==> src/hw/rtl/sofdfr_pkg.sv <==
// ----------------------------------------------------------------------------
// sofdfr_pkg
// Shared types and constants of the start-of-frame / length / xor deframer.
// ----------------------------------------------------------------------------
package sofdfr_pkg;

  // apb address width: one register at byte address 0, index in bit 2
  localparam int unsigned AddrW = 3;
  localparam int unsigned DataW = 32;

  // register indexes
  localparam logic RegSof = 1'b0;

  // reset value of the start-of-frame register
  localparam logic [7:0] SofReset = 8'hFE;

  // frame bytes besides the data: length, two command bytes, check
  localparam logic [8:0] FrameOverhead = 9'd4;

  // deframer phase
  typedef enum logic [1:0] {
    PH_HUNT = 2'd0,
    PH_LEN  = 2'd1,
    PH_BODY = 2'd2
  } phase_e;

  // one result item
  typedef struct packed {
    logic [7:0] frame_byte;
    logic [8:0] byte_index;
    logic       is_last;
    logic       frame_good;
  } result_t;

endpackage

==> src/hw/rtl/sof_length_xor_frame_deframer.sv <==
// ----------------------------------------------------------------------------
// sof_length_xor_frame_deframer
// Hunts for the start byte, reads the length and passes each frame byte on
// with its index; the check byte is marked last with the xor check result.
//
//   channel | direction | handshake                 | payload
//   --------+-----------+---------------------------+---------------------------
//   in      | sink      | in_valid_i / in_stall_o   | rx_byte_i
//   out     | source    | out_valid_o / out_stall_i | frame_byte_o, byte_index_o,
//           |           |                           | is_last_o, frame_good_o
//   cfg     | apb slave | psel, penable, pready     | paddr, pwdata, prdata
//
// One byte per cycle while the output does not stall: an input register feeds
// the per-byte state update, whose result lands in the output register and
// transfers out from there.
// Reset (asynchronous, active low) empties both registers and starts hunting.
// A stalled output holds its register; the input register still takes one
// more byte, then the input stalls until the output moves.
// ----------------------------------------------------------------------------
module sof_length_xor_frame_deframer (
  input  logic                         clk_i,
  input  logic                         rst_ni,
  input  logic                         in_valid_i,
  output logic                         in_stall_o,
  input  logic [7:0]                   rx_byte_i,
  output logic                         out_valid_o,
  input  logic                         out_stall_i,
  output logic [7:0]                   frame_byte_o,
  output logic [8:0]                   byte_index_o,
  output logic                         is_last_o,
  output logic                         frame_good_o,
  input  logic                         psel,
  input  logic                         penable,
  input  logic                         pwrite,
  input  logic [sofdfr_pkg::AddrW-1:0] paddr,
  input  logic [sofdfr_pkg::DataW-1:0] pwdata,
  output logic [sofdfr_pkg::DataW-1:0] prdata,
  output logic                         pready
);
  import sofdfr_pkg::*;

  logic       in_valid_q, in_valid_d;
  logic [7:0] in_byte_q;
  logic       in_load;
  logic       fire;
  logic       out_valid_q, out_valid_d;
  result_t    out_res_q;
  result_t    step_res;
  logic       step_valid;
  logic [7:0] sof;

  // configuration registers
  sofdfr_cfg u_cfg (
    .clk_i   (clk_i),
    .rst_ni  (rst_ni),
    .psel    (psel),
    .penable (penable),
    .pwrite  (pwrite),
    .paddr   (paddr),
    .pwdata  (pwdata),
    .prdata  (prdata),
    .pready  (pready),
    .sof_o   (sof)
  );

  // a byte is processed when the output register is free or being emptied
  assign fire       = in_valid_q & (~out_valid_q | ~out_stall_i);
  assign in_stall_o = in_valid_q & ~fire;
  assign in_load    = in_valid_i & ~in_stall_o;
  assign in_valid_d = in_load | (in_valid_q & ~fire);

  // input register
  always_ff @(posedge clk_i or negedge rst_ni) begin
    if (!rst_ni) begin
      in_valid_q <= 1'b0;
    end else begin
      in_valid_q <= in_valid_d;
    end
  end

  always_ff @(posedge clk_i) begin
    if (in_load) begin
      in_byte_q <= rx_byte_i;
    end
  end

  // per-byte frame update
  sofdfr_step u_step (
    .clk_i       (clk_i),
    .rst_ni      (rst_ni),
    .fire_i      (fire),
    .byte_i      (in_byte_q),
    .sof_i       (sof),
    .res_valid_o (step_valid),
    .res_o       (step_res)
  );

  // output register
  assign out_valid_d = fire ? step_valid : (out_valid_q & out_stall_i);

  always_ff @(posedge clk_i or negedge rst_ni) begin
    if (!rst_ni) begin
      out_valid_q <= 1'b0;
    end else begin
      out_valid_q <= out_valid_d;
    end
  end

  always_ff @(posedge clk_i) begin
    if (fire & step_valid) begin
      out_res_q <= step_res;
    end
  end

  assign out_valid_o  = out_valid_q;
  assign frame_byte_o = out_res_q.frame_byte;
  assign byte_index_o = out_res_q.byte_index;
  assign is_last_o    = out_res_q.is_last;
  assign frame_good_o = out_res_q.frame_good;

endmodule

==> src/hw/rtl/sofdfr_cfg.sv <==
// ----------------------------------------------------------------------------
// sofdfr_cfg
// APB register block holding the start-of-frame byte value.
// ----------------------------------------------------------------------------
module sofdfr_cfg (
  input  logic                         clk_i,
  input  logic                         rst_ni,
  input  logic                         psel,
  input  logic                         penable,
  input  logic                         pwrite,
  input  logic [sofdfr_pkg::AddrW-1:0] paddr,
  input  logic [sofdfr_pkg::DataW-1:0] pwdata,
  output logic [sofdfr_pkg::DataW-1:0] prdata,
  output logic                         pready,
  output logic [7:0]                   sof_o
);
  import sofdfr_pkg::*;

  logic [7:0] sof_q;
  logic       wr_en;

  // write strobe on the access cycle
  assign pready = 1'b1;
  assign wr_en  = psel & penable & pwrite & pready & (paddr[2] == RegSof);

  // start-of-frame register
  always_ff @(posedge clk_i or negedge rst_ni) begin
    if (!rst_ni) begin
      sof_q <= SofReset;
    end else if (wr_en) begin
      sof_q <= pwdata[7:0];
    end
  end

  // read mux, unused addresses read zero
  always_comb begin
    prdata = '0;
    if (paddr[2] == RegSof) begin
      prdata = {{(DataW-8){1'b0}}, sof_q};
    end
  end

  assign sof_o = sof_q;

endmodule

==> src/hw/rtl/sofdfr_step.sv <==
// ----------------------------------------------------------------------------
// sofdfr_step
// Frame tracking state and the per-byte update producing one result.
// ----------------------------------------------------------------------------
module sofdfr_step (
  input  logic                clk_i,
  input  logic                rst_ni,
  input  logic                fire_i,
  input  logic [7:0]          byte_i,
  input  logic [7:0]          sof_i,
  output logic                res_valid_o,
  output sofdfr_pkg::result_t res_o
);
  import sofdfr_pkg::*;

  phase_e     phase_q, phase_d;
  logic [8:0] rem_q, rem_d;
  logic [8:0] pos_q, pos_d;
  logic [7:0] xor_q, xor_d;
  logic [8:0] rem_dec;
  logic [7:0] xor_acc;
  logic       body_last;

  assign rem_dec   = rem_q - 9'd1;
  assign xor_acc   = xor_q ^ byte_i;
  assign body_last = (rem_dec == 9'd0);

  // next state
  always_comb begin
    phase_d = phase_q;
    rem_d   = rem_q;
    pos_d   = pos_q;
    xor_d   = xor_q;
    case (phase_q)
      PH_LEN: begin
        xor_d   = byte_i;
        rem_d   = {1'b0, byte_i} + FrameOverhead - 9'd1;
        pos_d   = 9'd1;
        phase_d = PH_BODY;
      end
      PH_BODY: begin
        xor_d = xor_acc;
        rem_d = rem_dec;
        pos_d = pos_q + 9'd1;
        if (body_last) begin
          phase_d = PH_HUNT;
          pos_d   = 9'd0;
          xor_d   = 8'd0;
        end
      end
      default: begin
        // hunting, and the unused phase code
        phase_d = PH_HUNT;
        if (byte_i == sof_i) begin
          phase_d = PH_LEN;
          pos_d   = 9'd0;
          xor_d   = 8'd0;
          rem_d   = 9'd0;
        end
      end
    endcase
  end

  // result for the byte being processed
  always_comb begin
    res_valid_o      = 1'b0;
    res_o.frame_byte = byte_i;
    res_o.byte_index = 9'd0;
    res_o.is_last    = 1'b0;
    res_o.frame_good = 1'b0;
    case (phase_q)
      PH_LEN: begin
        res_valid_o = fire_i;
      end
      PH_BODY: begin
        res_valid_o      = fire_i;
        res_o.byte_index = pos_q;
        res_o.is_last    = body_last;
        res_o.frame_good = body_last & (xor_acc == 8'd0);
      end
      default: begin
        res_valid_o = 1'b0;
      end
    endcase
  end

  // state registers advance once per processed byte
  always_ff @(posedge clk_i or negedge rst_ni) begin
    if (!rst_ni) begin
      phase_q <= PH_HUNT;
      rem_q   <= 9'd0;
      pos_q   <= 9'd0;
      xor_q   <= 8'd0;
    end else if (fire_i) begin
      phase_q <= phase_d;
      rem_q   <= rem_d;
      pos_q   <= pos_d;
      xor_q   <= xor_d;
    end
  end

endmodule

==> config.mk <==
export PLATFORM = sky130hd
export DESIGN_NAME = sof_length_xor_frame_deframer
export DESIGN_NICKNAME = d
export VERILOG_FILES = /design/src/hw/rtl/sofdfr_pkg.sv /design/src/hw/rtl/sof_length_xor_frame_deframer.sv /design/src/hw/rtl/sofdfr_cfg.sv /design/src/hw/rtl/sofdfr_step.sv
export SDC_FILE = /design/constraint.sdc
export NUM_CORES = 1
export LEC_CHECK = 0
export ABC_AREA = 1
export BUFFER_PORTS_ARGS = -buffer_cell sky130_fd_sc_hd__buf_4
export CORE_MARGIN = 5
export CORE_UTILIZATION = 50
export CTS_CLUSTER_SIZE = 16
export DETAILED_ROUTE_END_ITERATION = 10
export GPL_ROUTABILITY_DRIVEN = 0
export GPL_TIMING_DRIVEN = 1
export PLACE_DENSITY = 0.77
export SLEW_MARGIN = 20
export SYNTH_ARGS = -nofsm -noshare
export SYNTH_HDL_FRONTEND = slang
export SYNTH_HIERARCHICAL = 1
export SYNTH_SLANG_ARGS = --single-unit
==> constraint.sdc <==
create_clock -name clk_i -period 6.5 [get_ports clk_i]
set_input_delay 0.325 -clock clk_i [delete_from_list [all_inputs] [get_ports clk_i]]
set_output_delay 0.325 -clock clk_i [all_outputs]
set_load 0.1 [all_outputs]
* Word-level counts from Yosys, hierarchy flattened
Index checks and enable logic that the tools add are counted.
W data, S select, Z words.
** Word-level totals
- Register bits after elaboration :: 65
- Bits of input ports :: 50
- Output and inout bits :: 54
- Word-level logic and storage cells :: 56
** Cells by class
- $add $sub $neg :: 4
- Equality and inequality tests :: 4
- Muxes and demuxes :: 13
- Bitwise operators :: 17
- Reduce and logical (&&, ||, !) cells :: 6
** Operator list (number)
- $pmux W9 S2 :: 2
- $mux W8 :: 3
- $mux W9 :: 2
- $sub A9 B1 Y9 const B :: 2
- $pmux W8 S2 :: 1
- $add A8 B3 Y9 const B :: 1
- $add A9 B1 Y9 const B :: 1
- $and A1 B1 Y1 :: 9
- $logic_not A9 Y1 :: 1
- $eq A8 B8 Y1 :: 1
- $logic_not A8 Y1 :: 1
- $xor A8 B8 Y8 :: 1
- $not A1 Y1 :: 5
- $pmux W2 S2 :: 1
- $reduce_and A2 Y1 :: 2
- $mux W1 :: 3
- $reduce_bool A3 Y1 :: 1
- $eq A2 B1 Y1 const B :: 1
- $eq A2 B2 Y1 const B :: 1
- $mux W2 :: 1
- $ne A2 B1 Y1 const B :: 1
- $or A1 B1 Y1 :: 2
- $reduce_or A2 Y1 :: 1

* Logic depth before layout (Yosys ltp)
Gate-level depths: netlist of the first run.
- Depth after elaboration :: 8
- Depth in mapped cells :: 13
- Mapped depth without buffers :: 13

* Hierarchy
Netlist of the first run, hierarchy kept.
** By module, submodules not included
- sofdfr_step :: times used 1, cells each 312, area each 2220.9 sq um, sequential area each 700.7 sq um
- sof_length_xor_frame_deframer :: times used 1, cells each 42, area each 912.1 sq um, sequential area each 860.8 sq um
- sofdfr_cfg :: times used 1, cells each 81, area each 618.1 sq um, sequential area each 209.0 sq um

* Least setup slack after synthesis of the first run
OpenSTA, ideal clock, no wires.
- Path type :: flip-flop to flip-flop
- From :: reg out_valid_q, in the netlist out_valid_o
- To :: reg out_res_q (netlist bit byte_index_o[0]) (enable)
- Library setup time :: 0.395 ns
- Data arrival time :: 2.366 ns
- Required time :: 6.105 ns
- Setup slack :: 3.740 ns
- Stages on the path, launching flop included :: 8
- Path buffers :: 0
- Period minus slack after synthesis :: 2.760 ns
- Path through :: dfrtp_1 > nand2_1 > nand2_1 > inv_1 > inv_1 > nor2_1 > inv_1 > nor2_1
** On the way
- Cells in the longest elaborated chain, start to end :: 5
** Ends and longest elaborated chain
- start: declaration :: line sof_length_xor_frame_deframer.sv:46 : logic out_valid_q, out_valid_d;
- start signal: assignment :: line sof_length_xor_frame_deframer.sv:105 : out_valid_q <= out_valid_d;
- $not A1 Y1 :: line sof_length_xor_frame_deframer.sv:67 : assign fire = in_valid_q & (~out_valid_q | ~out_stall_i);
- $or A1 B1 Y1 :: line sof_length_xor_frame_deframer.sv:67
- $and A1 B1 Y1 :: line sof_length_xor_frame_deframer.sv:67
- via fire :: line sof_length_xor_frame_deframer.sv:45 : logic fire;
- $mux W1 :: line sofdfr_step.sv:71 : case (phase_q)
- via step_valid :: line sof_length_xor_frame_deframer.sv:49 : logic step_valid;
- $and A1 B1 Y1 :: line sof_length_xor_frame_deframer.sv:110 : if (fire & step_valid) begin
- end signal: assignment :: line sof_length_xor_frame_deframer.sv:111 : out_res_q <= step_res;
- end: declaration :: line sof_length_xor_frame_deframer.sv:47 : result_t out_res_q;
The timed path passes the listed nets, and every way through them passes these cells.
A chain may end at the register's enable or synchronous reset.

* Worst setup path in the final report of the first run
- From :: reg u_step.phase_q[0]
- To :: reg u_step.rem_q[0]
** On the way
- Cells in the longest elaborated chain, start to end :: 3
- Elaborated cells on any way between the ends :: 5
- Classes of those cells :: eq/ne: 2; mux: 1; reduce/logical: 2
** Ends and longest elaborated chain
- start: declaration :: line sofdfr_step.sv:16 : phase_e phase_q, phase_d;
- start signal: assignment :: line sofdfr_step.sv:95 : phase_q <= phase_d;
- $eq A2 B1 Y1 or $eq A2 B2 Y1 (tied branches) :: line sofdfr_step.sv:34 : case (phase_q)
- $reduce_bool A3 Y1 (no line)
- $reduce_and A2 Y1 (no line)
- end signal: assignment :: line sofdfr_step.sv:96 : rem_q <= rem_d;
- end: declaration :: line sofdfr_step.sv:17 : logic [8:0] rem_q, rem_d;
Several ways; a longest one is shown, not always the timed one.

==> results of run 1 <==
## flip-flops by register name (all words and copies together) (netlist names)
register	cells
in_byte_q	8
u_step/phase_q	2
out_valid_o	1
frame_byte_o	8
in_valid_q	1
u_step/rem_q	9
is_last_o	1
frame_good_o	1
u_step/pos_q	9
byte_index_o	9
u_step/xor_q	8
u_cfg/sof_o	8
## cells in the mapped netlist
library cell	count	area, um^2
nand3b_1	2	15.0
dfstp_2	7	184
nand2_2	2	12.5
o21ai_2	4	35.0
nand3_4	1	17.5
inv_1	58	218
buf_2	3	15.0
a22oi_1	6	45.0
clkbuf_1	1	3.75
nor2_8	2	40.0
dfrtp_1	31	776
xor2_1	14	123
buf_6	5	56.3
nand2_1	107	402
xnor2_1	7	61.3
nor2_1	29	109
nor4_1	2	12.5
ha_1	6	75.1
o22ai_1	3	18.8
nor2_2	5	31.3
edfxtp_1	27	811
inv_2	4	15.0
buf_4	34	255
clkbuf_2	1	5.00
nand4_1	3	18.8
o21ai_1	8	40.0
conb_1	2	7.51
nand3_2	1	10.0
a21oi_2	1	8.76
nand2_4	4	45.0
and3_1	1	6.26
o21ai_0	12	60.1
nand3_1	33	165
a31o_2	2	17.5
nor3_1	1	5.00
or2_1	1	6.26
a21oi_1	5	25.0
## worst reg2reg max path, cell delays in order (launching register included)
cell and delay (ns):
dfrtp_1 0.40, inv_1 0.07, ha_1 0.62, nor2_1 0.18, nand2_4 0.15, nand2_4 0.13, inv_2 0.25, o21ai_0 0.13
## path summary, 6_finish.rpt
path	slack (ns)	end
worst max-delay path	4.44	u_step/rem_q[0]
worst min-delay path	0.16	in_byte_q[3]
worst max register to register	4.44	u_step/rem_q[0]
worst min register to register	0.48	u_cfg/sof_o[7]
max in group asynchronous	5.65	u_cfg/sof_o[4]
min in group asynchronous	0.50	u_cfg/sof_o[0]
## cell families (layout without fill, tap and decap cells)
family,after synthesis,after routing,share of synthesized area (%)
and+or+nand+nor,194,194,23.9
buffers and inverters,106,132,15.1
DFF,65,65,47.2
AOI/OAI and AO/OA,41,41,6.67
xor gates and xnor gates,21,21,4.90
adders and majority gates,6,6,2.00
other,2,25,0.200
## area by class of cell
type	instances	share of cell area, %
Clock buffer	9	2.91
Sequential cell	65	41.6
Clock inverter	7	2.21
Tap cell	99	2.91
Multi-Input combinational cell	287	35.3
Timing Repair Buffer	54	9.59
Inverter	62	5.47
## power by group through the flow
| stage | combinational, mW | sequential (mW) | clock (mW) |
|---|---|---|---|
| floorplan | 0.275 | 0.535 | 0 |
| global placement | 0.298 | 0.549 | 0 |
| detailed placement | 0.305 | 0.551 | 0 |
| CTS | 0.306 | 0.543 | 0.379 |
| global route | 0.338 | 0.551 | 0.397 |
| finish | 0.305 | 0.544 | 0.369 |
## layer usage
layer  GRT usage [%]  wire length, um  up-vias
met5               0                0        -
met4            5.83               88        0
met3            3.45              465       10
met2            25.9             3370      106
met1            19.4             3050     1280
li1                -                -     1409
## timing repair
action                                  CTS  global route
endpoints found under the setup margin    0             0
gates resized for setup                   0             0
hold endpoints to repair                 31             0
hold buffers                              1             0
## through the flow
stage / power (mW) / instance area [um^2] / instances
final: 1.22 / 4250 / 583
after global routing: 1.29 / 4250 / 583
after CTS: 1.23 / 4250 / 583
after detailed placement: 0.856 / 4020 / 566
after global placement: 0.847 / 4020 / 566
after floorplan: 0.810 / 3840 / 458
==> impl_metrics.env, run 1 <==
export IMPL_cp_common_cell="nand2_4"
export IMPL_slew_headroom_pct=47.8
export IMPL_clkPwrFrac_pct=30.3
export IMPL_worst_slack_ns=4.44
export IMPL_synth_warnings=6
export IMPL_grt_overflow_total=0
export IMPL_cts_sinks=65
export IMPL_min_path_cells=1
export IMPL_switching_power_mw=0.431
export IMPL_max_vdd_ir_drop_uv=156
export IMPL_slowest_delay_ns=0.62
export IMPL_chipWidth_um=96.6
export IMPL_path_class="flop to flop"
export IMPL_p_per_area_nw_per_um2=286
export IMPL_layout_min_cycle_time_ns=2.06
export IMPL_antenna_left=0
export IMPL_crit_path_top_delay_cell="ha_1"
export IMPL_final_cell_mix="nand2_1 (107), inv_1 (58), buf_4 (53), nand3_1 (33), dfrtp_1 (31)"
export IMPL_die_area_um2=9330
export IMPL_cp_top_family="adder cells"
export IMPL_clock_latency_ns=0.34
export IMPL_slew_viol_final=0
export IMPL_grt_pass1_vias=2668
export IMPL_rows=31
export IMPL_end_kind="flop"
export IMPL_r2r_start="u_step/phase_q[0]"
export IMPL_holdCritPathClass="primary input to flop"
export IMPL_crit_path_max_fanout=20
export IMPL_cts_root_buf="clkbuf_8"
export IMPL_hold_viol=0
export IMPL_finalSetupViolCount=0
export IMPL_seqCellArea_um2=1770
export IMPL_synth_area_per_cell_um2=8.62
export IMPL_ys_ff_latch=65
export IMPL_arrival_ns=2.27
export IMPL_syn_to_final_growth_pct=13.3
export IMPL_critPathRequiredTime_ns=6.71
export IMPL_status="completed"
export IMPL_netlist_instances=435
export IMPL_comb_power_share_pct=25.1
export IMPL_post_cts_buffers=0
export IMPL_core_um2=7290
export IMPL_fin_crit_sh_pct=31.7
export IMPL_final_util_pct=58.3
export IMPL_fin_nets=535
export IMPL_intPower_mw=0.787
export IMPL_tns_ns=0
export IMPL_pwr_share_seq_pct=44.6
export IMPL_fmax_mhz=485
export IMPL_drt_pass1_iterations=5
export IMPL_hp_start="rx_byte_i[3]"
export IMPL_antenna_found_initial=0
export IMPL_p_leak_nw=2.23
export IMPL_drive_above_1_share_pct=20.7
export IMPL_post_place_ws_ns=4.44
export IMPL_grt_pass1_wl_um=12000
export IMPL_clock_path_buffers=2
export IMPL_routed_wl_um=6980
export IMPL_cts_tree="done"
export IMPL_rsz0062_at_grt="false"
export IMPL_worstPathCellList="inv_1 > ha_1 > nor2_1 > nand2_4 > nand2_4 > inv_2 > o21ai_0"
export IMPL_ff2ff_path_depth=7
export IMPL_layout_commonest_cell="nand2_1"
export IMPL_yosys_cell_types_count=37
export IMPL_max_cap_viol_count=0
export IMPL_cp_depth=7
export IMPL_die_y_um=96.6
export IMPL_diodes=0
export IMPL_dp_final_hpwl_um=5230
export IMPL_grt_max_degree=39
export IMPL_initial_core_util_pct=51.4
export IMPL_grt_usage_pct=15.4
export IMPL_port_buffers=52
export IMPL_via_per_inst=4.81
export IMPL_htreeDepth=3
export IMPL_num_vias=2805
export IMPL_wire_per_inst_um=12.0
export IMPL_nFillCells=649
export IMPL_ios=104
export IMPL_multi_input_area_um2=1500
export IMPL_route_detailed_drc=0
export IMPL_cts_buffers=9
export IMPL_crit_path_start_kind="flop"
export IMPL_fin_skew_ns=0.00850
export IMPL_ys_seq_area_share_pct=47.2
export IMPL_clk_pin_slew_worst_paths_ns=0.07
export IMPL_timing_hold_ws_ns=0.160
export IMPL_crit_path_start="u_step/phase_q[0]"
export IMPL_netlist_area_um2=3750
export IMPL_swShare_pct=35.4
export IMPL_cp_num_buf_inv=2
export IMPL_detail_route_iter0_violations=158
export IMPL_tightest_slew_ns=0.777
No activity file was read; power rests on OpenSTA's default activity.
==> run 2: changes to the inputs <==
==> constraint.sdc (replaced) <==
create_clock -name clk_i -period 2.2 [get_ports clk_i]
set_input_delay 0.11 -clock clk_i [delete_from_list [all_inputs] [get_ports clk_i]]
set_output_delay 0.11 -clock clk_i [all_outputs]
set_load 0.1 [all_outputs]
==> impl_metrics.env, run 2 (synthesis gave the netlist of run 1 again) <==
export IMPL_status="completed"
export IMPL_routed_wl_um=7990
export IMPL_grt_pass1_wl_um=13300
export IMPL_clock_latency_ns=0.34
export IMPL_cts_buffers=9
export IMPL_fin_crit_sh_pct=90.4
export IMPL_final_util_pct=61.8
export IMPL_dp_final_hpwl_um=5640
export IMPL_antenna_found_initial=0
export IMPL_ios=104
export IMPL_fin_nets=567
export IMPL_num_vias=2958
export IMPL_slew_viol_final=0
export IMPL_max_cap_viol_count=0
export IMPL_grt_pass1_vias=2984
export IMPL_switching_power_mw=1.30
export IMPL_drive_above_1_share_pct=22.3
export IMPL_detail_route_iter0_violations=91
export IMPL_swShare_pct=38.0
export IMPL_die_area_um2=9330
export IMPL_critPathRequiredTime_ns=2.43
export IMPL_clkPwrFrac_pct=24.9
export IMPL_nFillCells=602
export IMPL_cts_root_buf="clkbuf_8"
export IMPL_worst_slack_ns=0.211
export IMPL_syn_to_final_growth_pct=20.0
export IMPL_ff2ff_path_depth=10
export IMPL_final_area_um2=4500
export IMPL_crit_path_max_fanout=11
export IMPL_slowest_delay_ns=0.39
export IMPL_multi_input_area_um2=1510
export IMPL_r2r_start="u_step/rem_q[0]"
export IMPL_arrival_ns=2.22
export IMPL_die_y_um=96.6
export IMPL_total_power_mw=3.42
export IMPL_rows=31
export IMPL_place_area_um2=4110
export IMPL_placed_cells=575
export IMPL_p_per_area_nw_per_um2=760
export IMPL_crit_path_start="u_step/rem_q[0]"
export IMPL_initial_core_util_pct=51.4
export IMPL_slew_headroom_pct=66.3
export IMPL_cp_common_cell="nand2_1"
export IMPL_hold_viol=0
export IMPL_finalSetupViolCount=0
export IMPL_layout_commonest_cell="nand2_1"
export IMPL_final_cell_mix="nand2_1 (107), buf_4 (66), inv_1 (58), nand3_1 (33), dfrtp_1 (30)"
export IMPL_intPower_mw=2.12
export IMPL_htreeDepth=3
export IMPL_tightest_slew_ns=0.506
export IMPL_crit_path_end="u_step/xor_q[0]"
export IMPL_chipWidth_um=96.6
export IMPL_clock_path_buffers=2
export IMPL_via_per_inst=4.81
export IMPL_crit_path_top_delay_cell="dfrtp_1"
export IMPL_cp_top_family="simple AND/OR/NAND/NOR gates"
export IMPL_cts_tree="done"
export IMPL_fin_skew_ns=0.00761
export IMPL_grt_max_degree=39
export IMPL_pwr_share_seq_pct=46.8
export IMPL_holdCritPathClass="primary input to flop"
export IMPL_clk_pin_slew_worst_paths_ns=0.07
export IMPL_final_cells=615
export IMPL_post_place_ws_ns=0.192
export IMPL_grt_usage_pct=17.3
export IMPL_p_leak_nw=2.34
export IMPL_core_um2=7290
export IMPL_postCtsResizedCells=0
export IMPL_fmax_mhz=503
export IMPL_crit_path_start_kind="flop"
export IMPL_route_detailed_drc=0
export IMPL_cp_num_buf_inv=2
export IMPL_wire_per_inst_um=13.0
export IMPL_comb_power_share_pct=28.4
export IMPL_layout_min_cycle_time_ns=1.99
export IMPL_grt_overflow_total=0
export IMPL_path_class="flop to flop"
export IMPL_max_vdd_ir_drop_uv=524
export IMPL_diodes=0
export IMPL_worstPathCellList="inv_1 > ha_1 > nand2_1 > o21ai_0 > nand2_1 > nor2_2 > nand3_4 > buf_4 > nand3_1 > nand2_1"
export IMPL_cp_depth=10
export IMPL_seqCellArea_um2=1770
export IMPL_end_kind="flop"
export IMPL_port_buffers=52
export IMPL_r2r_slack_ns=0.21
export IMPL_cts_sinks=65
export IMPL_antenna_left=0
export IMPL_timing_rr_end="u_step/xor_q[0]"
export IMPL_drt_pass1_iterations=4
[run 2: cell types whose count changed in the layout (fill, tap and decap cells not counted), sizes merged]
cell and change:
inv -1, bufinv -2, clkbuf +1, dlygate4sd3 +18
buf +14, clkinv +2
[run 2: how the worst min path moves through the flow]
stage,from,to,slack [ns],cells past startpoint
global route,paddr[2],u_cfg/sof_o[2],0.14,4
finish,paddr[2],u_cfg/sof_o[2],0.12,4
CTS,paddr[2],u_cfg/sof_o[2],0.11,4
floorplan,rst_ni,in_valid_q,-0.19,0
global placement,rst_ni,u_cfg/sof_o[0],0.12,1
detailed placement,rst_ni,u_step/rem_q[1],0.12,1
[run 2: routing by layer]
layer,track usage (%),share of wire [%]
met1,20.2,40
met2,30.6,51
met3,3.53,6.7
met4,7.34,1.7
met5,0,0
[run 2: worst reg2reg max path, delay by kind of cell, from the launching register on]
family / cells / cell delay, ns
and+or+nand+nor: 6 / 0.69
DFF: 1 / 0.39
buffers and inverters: 2 / 0.34
adders and majority gates: 1 / 0.21
AOI/OAI and AO/OA: 1 / 0.21
[run 2: power by group through the flow]
stage / sequential, mW / combinational, mW / clock [mW]
3_3_place_gp: 1.61 / 0.910 / 0
4_1_cts: 1.60 / 0.967 / 0.864
2_1_floorplan: 1.58 / 0.812 / 0
6_report: 1.60 / 0.971 / 0.851
3_5_place_dp: 1.62 / 0.938 / 0
5_1_grt: 1.62 / 1.07 / 0.935
[run 2: stage by stage]
stage / hold WS (ns) / TNS [ns]
after CTS: 0.111 / 0
final: 0.119 / 0
after detailed placement: 0.118 / 0
after floorplan: -0.186 / 0
after global placement: 0.116 / 0
after global routing: 0.138 / -0.00594
[run 2: final cells by class]
type / count / area share (%)
tap: 99 / 2.75
clock inverter: 6 / 0.778
multi-input combinational: 287 / 33.5
clock buffer: 10 / 2.83
inverter: 62 / 5.17
timing repair buffer: 86 / 15.7
sequential: 65 / 39.3
[run 2: what timing repair did]
item / 4_1_cts / 5_1_grt
buffers inserted: 0 / 5
hold buffers: 19 / 0
endpoints found under the hold margin: 49 / 0
endpoints found under the setup margin: 0 / 5
